### src/design/adst_pkg.sv
// Shared types and codes for the aging sighting table.
// Holds the table entry layout, controller commands, datapath status and result codes.
package adst_pkg;

    typedef struct packed {
        logic [47:0]       addr;
        logic signed [7:0] dbm;
        logic [15:0]       seen;
        logic [31:0]       first_ms;
        logic [31:0]       last_ms;
        logic              ble;
    } entry_t;

    typedef enum logic [4:0] {
        CMD_NONE,
        CMD_LATCH,
        CMD_SCAN_RD,
        CMD_SCAN_NEXT,
        CMD_HIT,
        CMD_SHIFT_INIT,
        CMD_SHIFT_RD,
        CMD_SHIFT_WR,
        CMD_INSERT,
        CMD_SORT_INIT,
        CMD_SORT_RD_I,
        CMD_SORT_KEY,
        CMD_SORT_RD_J,
        CMD_SORT_MOVE,
        CMD_SORT_PLACE,
        CMD_SORT_DONE,
        CMD_READ_RD,
        CMD_READ_OUT,
        CMD_READ_EMPTY
    } cmd_t;

    typedef struct packed {
        logic [1:0] func;
        logic       count_zero;
        logic       hit;
        logic       scan_last;
        logic       idx_zero;
        logic       sort_end;
        logic       j_zero;
        logic       key_greater;
        logic       read_ok;
    } dp_status_t;

    localparam logic [1:0] FUNC_OBSERVE = 2'd0;
    localparam logic [1:0] FUNC_SORT    = 2'd1;
    localparam logic [1:0] FUNC_READ    = 2'd2;
    localparam logic [1:0] FUNC_SPARE   = 2'd3;

    localparam logic [2:0] ST_INSERTED   = 3'd0;
    localparam logic [2:0] ST_MERGED     = 3'd1;
    localparam logic [2:0] ST_DROPPED    = 3'd2;
    localparam logic [2:0] ST_READ_OK    = 3'd3;
    localparam logic [2:0] ST_READ_EMPTY = 3'd4;
    localparam logic [2:0] ST_SORTED     = 3'd5;

    localparam logic CFG_WINDOW = 1'b0;
    localparam logic CFG_MAX    = 1'b1;

endpackage

### src/design/adst_ctrl.sv
// Controller state machine for the aging sighting table.
// Depends on adst_pkg; drives one command per cycle into adst_dpath.
module adst_ctrl import adst_pkg::*;
(
    input  logic       clk,
    input  logic       rst_n,
    input  logic       start,
    output logic       busy,
    input  dp_status_t st,
    output cmd_t       cmd
);

    typedef enum logic [3:0] {
        S_IDLE,
        S_DISPATCH,
        S_SCAN_RD,
        S_SCAN_CMP,
        S_SHIFT_INIT,
        S_SHIFT_RD,
        S_SHIFT_WR,
        S_SORT_NEXT,
        S_SORT_KEY,
        S_SORT_RD,
        S_SORT_CMP,
        S_READ_RD,
        S_READ_OUT
    } state_t;

    state_t state_reg;
    state_t state_next;

    always_comb
    begin
        state_next = state_reg;
        cmd        = CMD_NONE;
        case (state_reg)
            S_IDLE:
            begin
                if (start)
                begin
                    cmd        = CMD_LATCH;
                    state_next = S_DISPATCH;
                end
            end
            S_DISPATCH:
            begin
                case (st.func)
                    FUNC_OBSERVE:
                    begin
                        state_next = st.count_zero ? S_SHIFT_INIT : S_SCAN_RD;
                    end
                    FUNC_SORT:
                    begin
                        cmd        = CMD_SORT_INIT;
                        state_next = S_SORT_NEXT;
                    end
                    default:
                    begin
                        if (st.read_ok)
                        begin
                            state_next = S_READ_RD;
                        end
                        else
                        begin
                            cmd        = CMD_READ_EMPTY;
                            state_next = S_IDLE;
                        end
                    end
                endcase
            end
            S_SCAN_RD:
            begin
                cmd        = CMD_SCAN_RD;
                state_next = S_SCAN_CMP;
            end
            S_SCAN_CMP:
            begin
                if (st.hit)
                begin
                    cmd        = CMD_HIT;
                    state_next = S_IDLE;
                end
                else
                begin
                    cmd        = CMD_SCAN_NEXT;
                    state_next = st.scan_last ? S_SHIFT_INIT : S_SCAN_RD;
                end
            end
            S_SHIFT_INIT:
            begin
                cmd        = CMD_SHIFT_INIT;
                state_next = S_SHIFT_RD;
            end
            S_SHIFT_RD:
            begin
                if (st.idx_zero)
                begin
                    cmd        = CMD_INSERT;
                    state_next = S_IDLE;
                end
                else
                begin
                    cmd        = CMD_SHIFT_RD;
                    state_next = S_SHIFT_WR;
                end
            end
            S_SHIFT_WR:
            begin
                cmd        = CMD_SHIFT_WR;
                state_next = S_SHIFT_RD;
            end
            S_SORT_NEXT:
            begin
                if (st.sort_end)
                begin
                    cmd        = CMD_SORT_DONE;
                    state_next = S_IDLE;
                end
                else
                begin
                    cmd        = CMD_SORT_RD_I;
                    state_next = S_SORT_KEY;
                end
            end
            S_SORT_KEY:
            begin
                cmd        = CMD_SORT_KEY;
                state_next = S_SORT_RD;
            end
            S_SORT_RD:
            begin
                if (st.j_zero)
                begin
                    cmd        = CMD_SORT_PLACE;
                    state_next = S_SORT_NEXT;
                end
                else
                begin
                    cmd        = CMD_SORT_RD_J;
                    state_next = S_SORT_CMP;
                end
            end
            S_SORT_CMP:
            begin
                if (st.key_greater)
                begin
                    cmd        = CMD_SORT_MOVE;
                    state_next = S_SORT_RD;
                end
                else
                begin
                    cmd        = CMD_SORT_PLACE;
                    state_next = S_SORT_NEXT;
                end
            end
            S_READ_RD:
            begin
                cmd        = CMD_READ_RD;
                state_next = S_READ_OUT;
            end
            S_READ_OUT:
            begin
                cmd        = CMD_READ_OUT;
                state_next = S_IDLE;
            end
            default:
            begin
                state_next = S_IDLE;
            end
        endcase
    end

    always_ff @(posedge clk or negedge rst_n)
    begin
        if (!rst_n)
        begin
            state_reg <= S_IDLE;
        end
        else
        begin
            state_reg <= state_next;
        end
    end

    assign busy = (state_reg != S_IDLE);

endmodule

### config.mk
export PLATFORM = sky130hd
export DESIGN_NAME = adst_ctrl
export DESIGN_NICKNAME = d
export VERILOG_FILES = /design/src/design/adst_pkg.sv /design/src/design/adst_ctrl.sv
export SDC_FILE = /design/constraint.sdc
export NUM_CORES = 1
export LEC_CHECK = 0
export BUFFER_PORTS_ARGS = -buffer_cell sky130_fd_sc_hd__buf_2
export CAP_MARGIN = 20
export CORE_MARGIN = 4
export CORE_UTILIZATION = 50
export CTS_CLUSTER_DIAMETER = 100
export DETAILED_ROUTE_END_ITERATION = 6
export PLACE_DENSITY = 0.77
export SYNTH_ARGS = -nofsm -noshare
export SYNTH_HDL_FRONTEND = slang
export SYNTH_SLANG_ARGS = --single-unit
### constraint.sdc
create_clock -name clk -period 1.59 [get_ports clk]
set_clock_uncertainty 0.05 [all_clocks]
set_input_delay 0.0795 -clock clk [delete_from_list [all_inputs] [get_ports clk]]
set_output_delay 0.0795 -clock clk [all_outputs]
set_load 0.02 [all_outputs]
---- Yosys cells after proc, flatten, opt, wreduce, memory -nomap -nowiden ----
Index checks and enable logic that the tools add are counted.
storage, ports and cells
  bits of input ports ..................... 13
  bits in registers ....................... 4
  logic and storage cells ................. 39
cells by class
  equality and inequality tests ........... 14
  mux-type cells .......................... 20
  reductions and logical operators ........ 4
operators with widths
  kind                  number
  $pmux W5 S13          1
  $pmux W4 S11          1
  $mux W4               6
  $eq A4 B4 Y1 const B  5
  $mux W3               6
  $eq A4 B3 Y1 const B  4
  $pmux W5 S2           1
  $eq A4 B2 Y1 const B  2
  $pmux W4 S2           1
  $mux W5               1
  $eq A4 B1 Y1 const B  1
  $logic_not A4 Y1      1
  $mux W2               2
  $reduce_bool A4 Y1    1
  $eq A2 B1 Y1 const B  1
  $logic_not A2 Y1      1
  $ne A2 B2 Y1 const B  1
  $reduce_or A2 Y1      1
  $mux W1               1

---- Logic depth before layout (Yosys ltp) ----
Gate-level depths: netlist of run 1.
  depth after elaboration ................. 3
  mapped depth ............................ 5
  gate-level depth less buffers ........... 3

---- Least setup slack after synthesis of run 1 ----
OpenSTA, ideal clock, no wires.
  path kind ............................... reg2out
  start point ............................. register state_reg[3]
  end point ............................... output port cmd[0]
  stages on the path, launching flop included .. 5
  arrival time ............................ 1.611 ns
  setup slack ............................. -0.151 ns
  path through ............................ dfrtp_1 buf_4 nand2b_1 a2bb2oi_1 o311ai_0
on the way
  word-level cells in the longest chain between the ends .. 2
RTL lines
  element                               line              RTL
  start, declared                       adst_ctrl.sv:29   state_t state_reg;
  start signal, assigned                adst_ctrl.sv:181  state_reg <= state_next;
  $eq A4 B4 Y1 (tied with other cells)  adst_ctrl.sv:36   case (state_reg)
  $pmux W5 S13 *                        adst_ctrl.sv:36
  end, declared                         adst_ctrl.sv:10   output cmd_t cmd
Mark *: on every way between the ends. The rest lies on a longest branch, timed or not.

---- Worst setup path in the final report of run 1 ----
  start point ............................. register state_reg[3]
  end point ............................... output port cmd[1]
The elaborated chain is that of the path after synthesis.

==> impl_results.md, run 1 <==
- Tmin final: 1.75 ns
- Setup CP Type: reg -> out
- P_leak: roughly 0.42 nW
- Layout area overhead: 43.7%
- M1 GR Usage: 31.2%
- Max cap viols: 0
- Drt via density: ~6.5
- CTS tree: built
- Async S/R FF share, synth: 100%
- #FFs+latches synth: 4
- # H-tree levels: 1
- Drt initial violations: 17
- Post-synth top flop: dfrtp_1
- CTS clock-pin slew for the worst setup and hold paths: 0.04 ns
- Fill count: 76
- Initial antenna violation count: 0
- Final worst slack: -0.158 ns
- Slew Viols, Final: 0
- Placer congestion estimate: 0.890
- Nets: between 100 and 150
- VDD IR max: 1.09 mV
- Final period util: 110%
- Largest fanout on the critical path: 4
- Largest register FFs: 4
- Synth cell count leaders: 5 x a21oi_1, 5 x nand2b_1, 5 x o32ai_1
- Dpl hpwl: around 1.3 mm
- Final setup vio count: 6
- Final wirelength: about 2.1 mm
- CORE AREA: 1170 sq um
- Placed Area: about 760 sq um
- Share of cells above drive strength 1: 53.7%
- Residual DRC: 0
- Met3 Track Usage GR: 1.22%
- Place WS: 0.0304 ns
- Req. time, crit path: roughly 1.5 ns
- Drt pass-1 iters: 4
- First-pass GRT wire length: 3.59 mm
- Clock buffer depth: 2
- Crit path DAT: about 1.6 ns
- Clock Latency Late Sink: between 0.2 and 0.3 ns
- Syn nets: 89
- Pwr/cell area: 2190 nW/um^2
- Core Rows: 12
- Global Route Usage Sum: roughly a quarter
- Yosys top cell by area: dfrtp_1
- Die Y: 44.2 um
- Overflow after GRT: 0
- Cell count after synthesis: between 70 and 80
- Synth unique cells: 43
- P_sw: 943 uW
- Type of the worst min-delay path: in -> reg
- Mapped cell area: approximately 660 sq um
- Warnings from Yosys: 0
- R2R depth: 4
- Outcome: complete, but fails checks
- Largest net degree at the start of global routing: 14
- Grt peak-use layer: met2
- M2 GR Usage: between 40% and 50%
- Post-synth top area share: 15.3%
- RSZ-0062 raised after global routing: true
- Comb power frac: 81.8%
- Part of the power in registers: 11.8%
- Die area: 1950 sq um
- Fmax: 0.572 GHz
- Fin area: between 900 and 1000 sq um
- Synth area leaders: dfrtp_1 15%, o32ai_1 6.7%, nand2b_1 4.8%
- Die Width: 44.2 um
- Clk pwr share: under 10%
- Vias after detailed routing: 791
- Port buffer count: 18
- Failing checks: setup timing
- Max_slew headroom: 75.5%
- Switching fraction of total power: 45.7%
- Post-synth EDFFs: 0
- Avg Cell Area, Syn: 8.63 sq um
- CTS root buf: clkbuf_4
- Antenna Violating Nets Remaining: 0
- Sequential area share after synthesis: 15.3%
- Routed WL per cell: 17.5 um
- CTS buffer count: 3
- Clk sink count: 4
- Critical Path End Type: output pin
- N_diodes: 0
- Crit path launch type: flop
- Worst Max-Slew Pin Slew: 0.366 ns
- Int Pwr: between 1 and 1.5 mW
- Effective utilization at floorplan: 56.0%
- Final hold vios: 0
- I/O pins: 19
- Hold Path Depth: 2
- Vias in the first global route: about 800
layout by cell type, fill, tap and decap left out, drive strengths merged, types with 3 or more instances in the layout:
| cell | Yosys | layout |
|---|---|---|
| dfrtp | 4 | 4 |
| clkbuf | 3 | 3 |
| nor2b | 3 | 3 |
| nand2b | 5 | 5 |
| a21oi | 5 | 5 |
| nor4b | 3 | 3 |
| nand2 | 3 | 3 |
| buf | 5 | 36 |
| o32ai | 5 | 5 |
| o21bai | 3 | 3 |
what timing repair did:
item                                    in CTS  in global routing
pin swaps                                    5                  3
gates resized for setup                     19                  3
endpoints found under the setup margin       6                  8
buffers inserted                             7                  1
endpoints found under the hold margin        4                  0
hold buffers                                 1                  0
per-layer routing:
layer	routed length, um	share of wire [%]	vias to the layer above
met5	0	0	-
met4	40	1.9	0
met3	108	5.1	4
met2	1060	50	34
met1	921	43	379
li1	-	-	374
critical path, stage by stage (launching register included):
cell,delay [ns]
dfrtp_2,0.43
or4b_4,0.58
o32ai_4,0.11
a211o_1,0.15
buf_6,0.11
per-stage QoR:
step | util [%] | TNS, ns | total power, mW | cells | hold slack, ns
2_1_floorplan | - | 0 | 1.23 | 76 | -0.266
3_3_place_gp | 65.3 | 0 | 1.50 | 110 | -0.164
3_5_place_dp | 65.3 | 0 | 1.51 | 110 | -0.161
4_1_cts | 78.6 | -0.307 | 1.95 | 121 | 0.0230
5_1_grt | 80.4 | -0.909 | 2.21 | 122 | 0.0462
6_report | 80.4 | -0.419 | 2.06 | 122 | 0.0267
power groups by stage:
stage	Sequential (mW)	Clock (mW)	Combinational, mW
floorplan	0.188	0	1.04
global placement	0.216	0	1.29
detailed placement	0.217	0	1.29
CTS	0.235	0.137	1.58
global route	0.255	0.143	1.81
finish	0.243	0.132	1.69
layout make-up:
type / instances / area (sq um) / share of cell area (%)
Sequential cell: 4 / 104 / 11.0
Inverter: 2 / 7.51 / 0.797
Tap cell: 14 / 17.5 / 1.86
Timing Repair Buffer: 37 / 263 / 27.9
Multi-Input combinational cell: 62 / 528 / 56.0
Clock buffer: 3 / 22.5 / 2.39
cells by family after synthesis:
group	share of synthesized area (%)
compound gates	36.1
simple gates	31.9
buf+inv	12.4
flops	15.3
mux	3.05
xor+xnor	1.34
path summary, 6_finish.rpt:
| check | start | to | slack [ns] |
|---|---|---|---|
| min | st[5] | state_reg[2]$_DFFE_PN0P_ | 0.03 |
| min in group asynchronous | rst_n | state_reg[2]$_DFFE_PN0P_ | 0.12 |
| max in group asynchronous | rst_n | state_reg[1]$_DFFE_PN0P_ | 1.23 |
| min reg2reg | state_reg[3]$_DFFE_PN0P_ | state_reg[1]$_DFFE_PN0P_ | 0.84 |
| max reg2reg | state_reg[3]$_DFFE_PN0P_ | state_reg[0]$_DFFE_PN0P_ | 0.01 |
| max | state_reg[3]$_DFFE_PN0P_ | cmd[1] | -0.16 |
Power figures use the tool's default switching activity.
==> inputs of run 2 (changes only) <==
--- a/config.mk
+++ b/config.mk
@@ -11,6 +11,7 @@
 export CORE_UTILIZATION = 50
 export CTS_CLUSTER_DIAMETER = 100
 export DETAILED_ROUTE_END_ITERATION = 6
+export HOLD_SLACK_MARGIN = 0.06
 export PLACE_DENSITY = 0.77
 export SYNTH_ARGS = -nofsm -noshare
 export SYNTH_HDL_FRONTEND = slang
==> run 2 against run 1 <==
The run still ends with setup timing left. Global-route usage increased by 0.33 points. Worst hold slack improved by 0.070 ns. First-iteration DRC count is 5.9% lower. Non-clock buffer count grew 1.
==> impl_results.md, run 2 (synthesized netlist as in run 1, its figures left out) <==
- Residual DRC: 0
- Die Width: 44.2 um
- Core Util, Final: 81.3%
- VDD IR max: between 1 and 1.5 mV
- Failing checks: setup timing
- Worst Max-Slew Pin Slew: 0.367 ns
- Drt pass-1 iters: 4
- Nets: 124
- Largest fanout on the critical path: 4
- Port buffer count: 18
- Outcome: complete, but fails checks
- FF/Latch Area: 104 sq um
- Share of cells above drive strength 1: 53.2%
- Antenna Violating Nets Remaining: 0
- Vias after detailed routing: 803
- Largest register FFs: 4
- Critical Path End Type: output pin
- CTS buffer count: 3
- Drt initial violations: 16
- Clk sink count: 4
- Final worst slack: -0.157 ns
- Type of the worst min-delay path: in -> reg
- Fmax: 0.572 GHz
- Largest net degree at the start of global routing: 14
- CTS tree: built
- Final hold vios: 0
- Routed WL per cell: approximately 18 um
- Area of the multi-input gates: 528 sq um
- Clock buffer depth: 2
- Max_slew headroom: 75.5%
- M1 GR Usage: 31.2%
- Placer congestion estimate: 0.890
- Pwr/cell area: roughly 2200 nW/um^2
- Dpl hpwl: 1.32 mm
- Final setup vio count: 7
- Overflow after GRT: 0
- Die Y: 44.2 um
- Final period util: 110%
- Vias in the first global route: just over 800
- Die area: 1950 sq um
- Most frequent cells in the layout: 16 x buf_2, 14 x buf_4, 6 x buf_6, 5 x nand2b_1
- CTS root buf: clkbuf_4
- R2R depth: 4
- I/O pins: 19
- CORE AREA: 1170 sq um
- Met3 Track Usage GR: 1.22%
- Crit path DAT: around 1.6 ns
- Min Hold Slack: around 0.096 ns
- Grt peak-use layer: met2
- Req. time, crit path: 1.46 ns
- Setup CP Type: reg -> out
- Core Rows: 12
- Final wirelength: 2.16 mm
- Drt via density: 6.53
- Tmin final: 1.75 ns
- Hold Path Depth: 2
- Crit path launch type: flop
- Clock Latency Late Sink: 0.25 ns
- CTS clock-pin slew for the worst setup and hold paths: approximately 0.04 ns
- Slew Viols, Final: 0
- First-pass GRT wire length: approximately 3.6 mm
- P_leak: 0.420 nW
- RSZ-0062 raised after global routing: true
- Initial antenna violation count: 0
- Max cap viols: 0
- N_diodes: 0
- Global Route Usage Sum: 25.0%
- Effective utilization at floorplan: 56.0%
- # H-tree levels: 1
- Fill count: 76
- Layout area overhead: 45.2%
- M2 GR Usage: 41.6%
- Most common cell after layout, fill and taps aside: buf_2
[run 2: per-stage QoR]
stage / instance area (sq um) / total power, mW / TNS (ns) / instances / setup slack, ns
2_1_floorplan: 656 / 1.23 / 0 / 76 / 0.0748
3_3_place_gp: 764 / 1.50 / 0 / 110 / 0.00753
3_5_place_dp: 764 / 1.51 / 0 / 110 / 0.0304
4_1_cts: 931 / 1.96 / -0.307 / 122 / -0.117
5_1_grt: 952 / 2.21 / -0.913 / 123 / -0.214
6_report: 952 / 2.07 / -0.414 / 123 / -0.157
[run 2: report_power, final]
part / internal [mW] / switching [mW] / total [mW]
clock: 0.0849 / 0.0483 / 0.133
sequential: 0.160 / 0.0838 / 0.244
combinational: 0.877 / 0.812 / 1.69
[run 2: layer usage]
layer | share of wire [%] | vias to the layer above
li1 | - | 375
met1 | 43 | 389
met2 | 50 | 33
met4 | 2.4 | 0
met5 | 0 | -
met3 | 4.6 | 6
[run 2: layout make-up]
cell class	count	area share, %
Clock buffer	3	2.37
Inverter	2	0.788
Multi-Input combinational cell	62	55.5
Sequential cell	4	10.9
Tap cell	14	1.84
Timing Repair Buffer	38	28.6
[run 2: worst max-delay path: stages (launching register included)]
cell,delay [ns]
dfrtp_2,0.43
or4b_4,0.58
o32ai_4,0.11
a211o_1,0.15
buf_6,0.11
[run 2: final timing paths]
kind	start	end	slack (ns)
max	state_reg[3]$_DFFE_PN0P_	cmd[1]	-0.16
min	start	state_reg[0]$_DFFE_PN0P_	0.1
max reg2reg	state_reg[2]$_DFFE_PN0P_	state_reg[1]$_DFFE_PN0P_	-0.01
min reg2reg	state_reg[3]$_DFFE_PN0P_	state_reg[1]$_DFFE_PN0P_	0.84
max in group asynchronous	rst_n	state_reg[1]$_DFFE_PN0P_	1.23
min in group asynchronous	rst_n	state_reg[2]$_DFFE_PN0P_	0.12
[run 2: repair_timing]
item	4_1_cts	5_1_grt
setup endpoints to repair	6	8
pin swaps	5	3
setup buffers	7	1
hold endpoints to repair	5	0
gates resized for setup	19	3
hold buffers	2	0
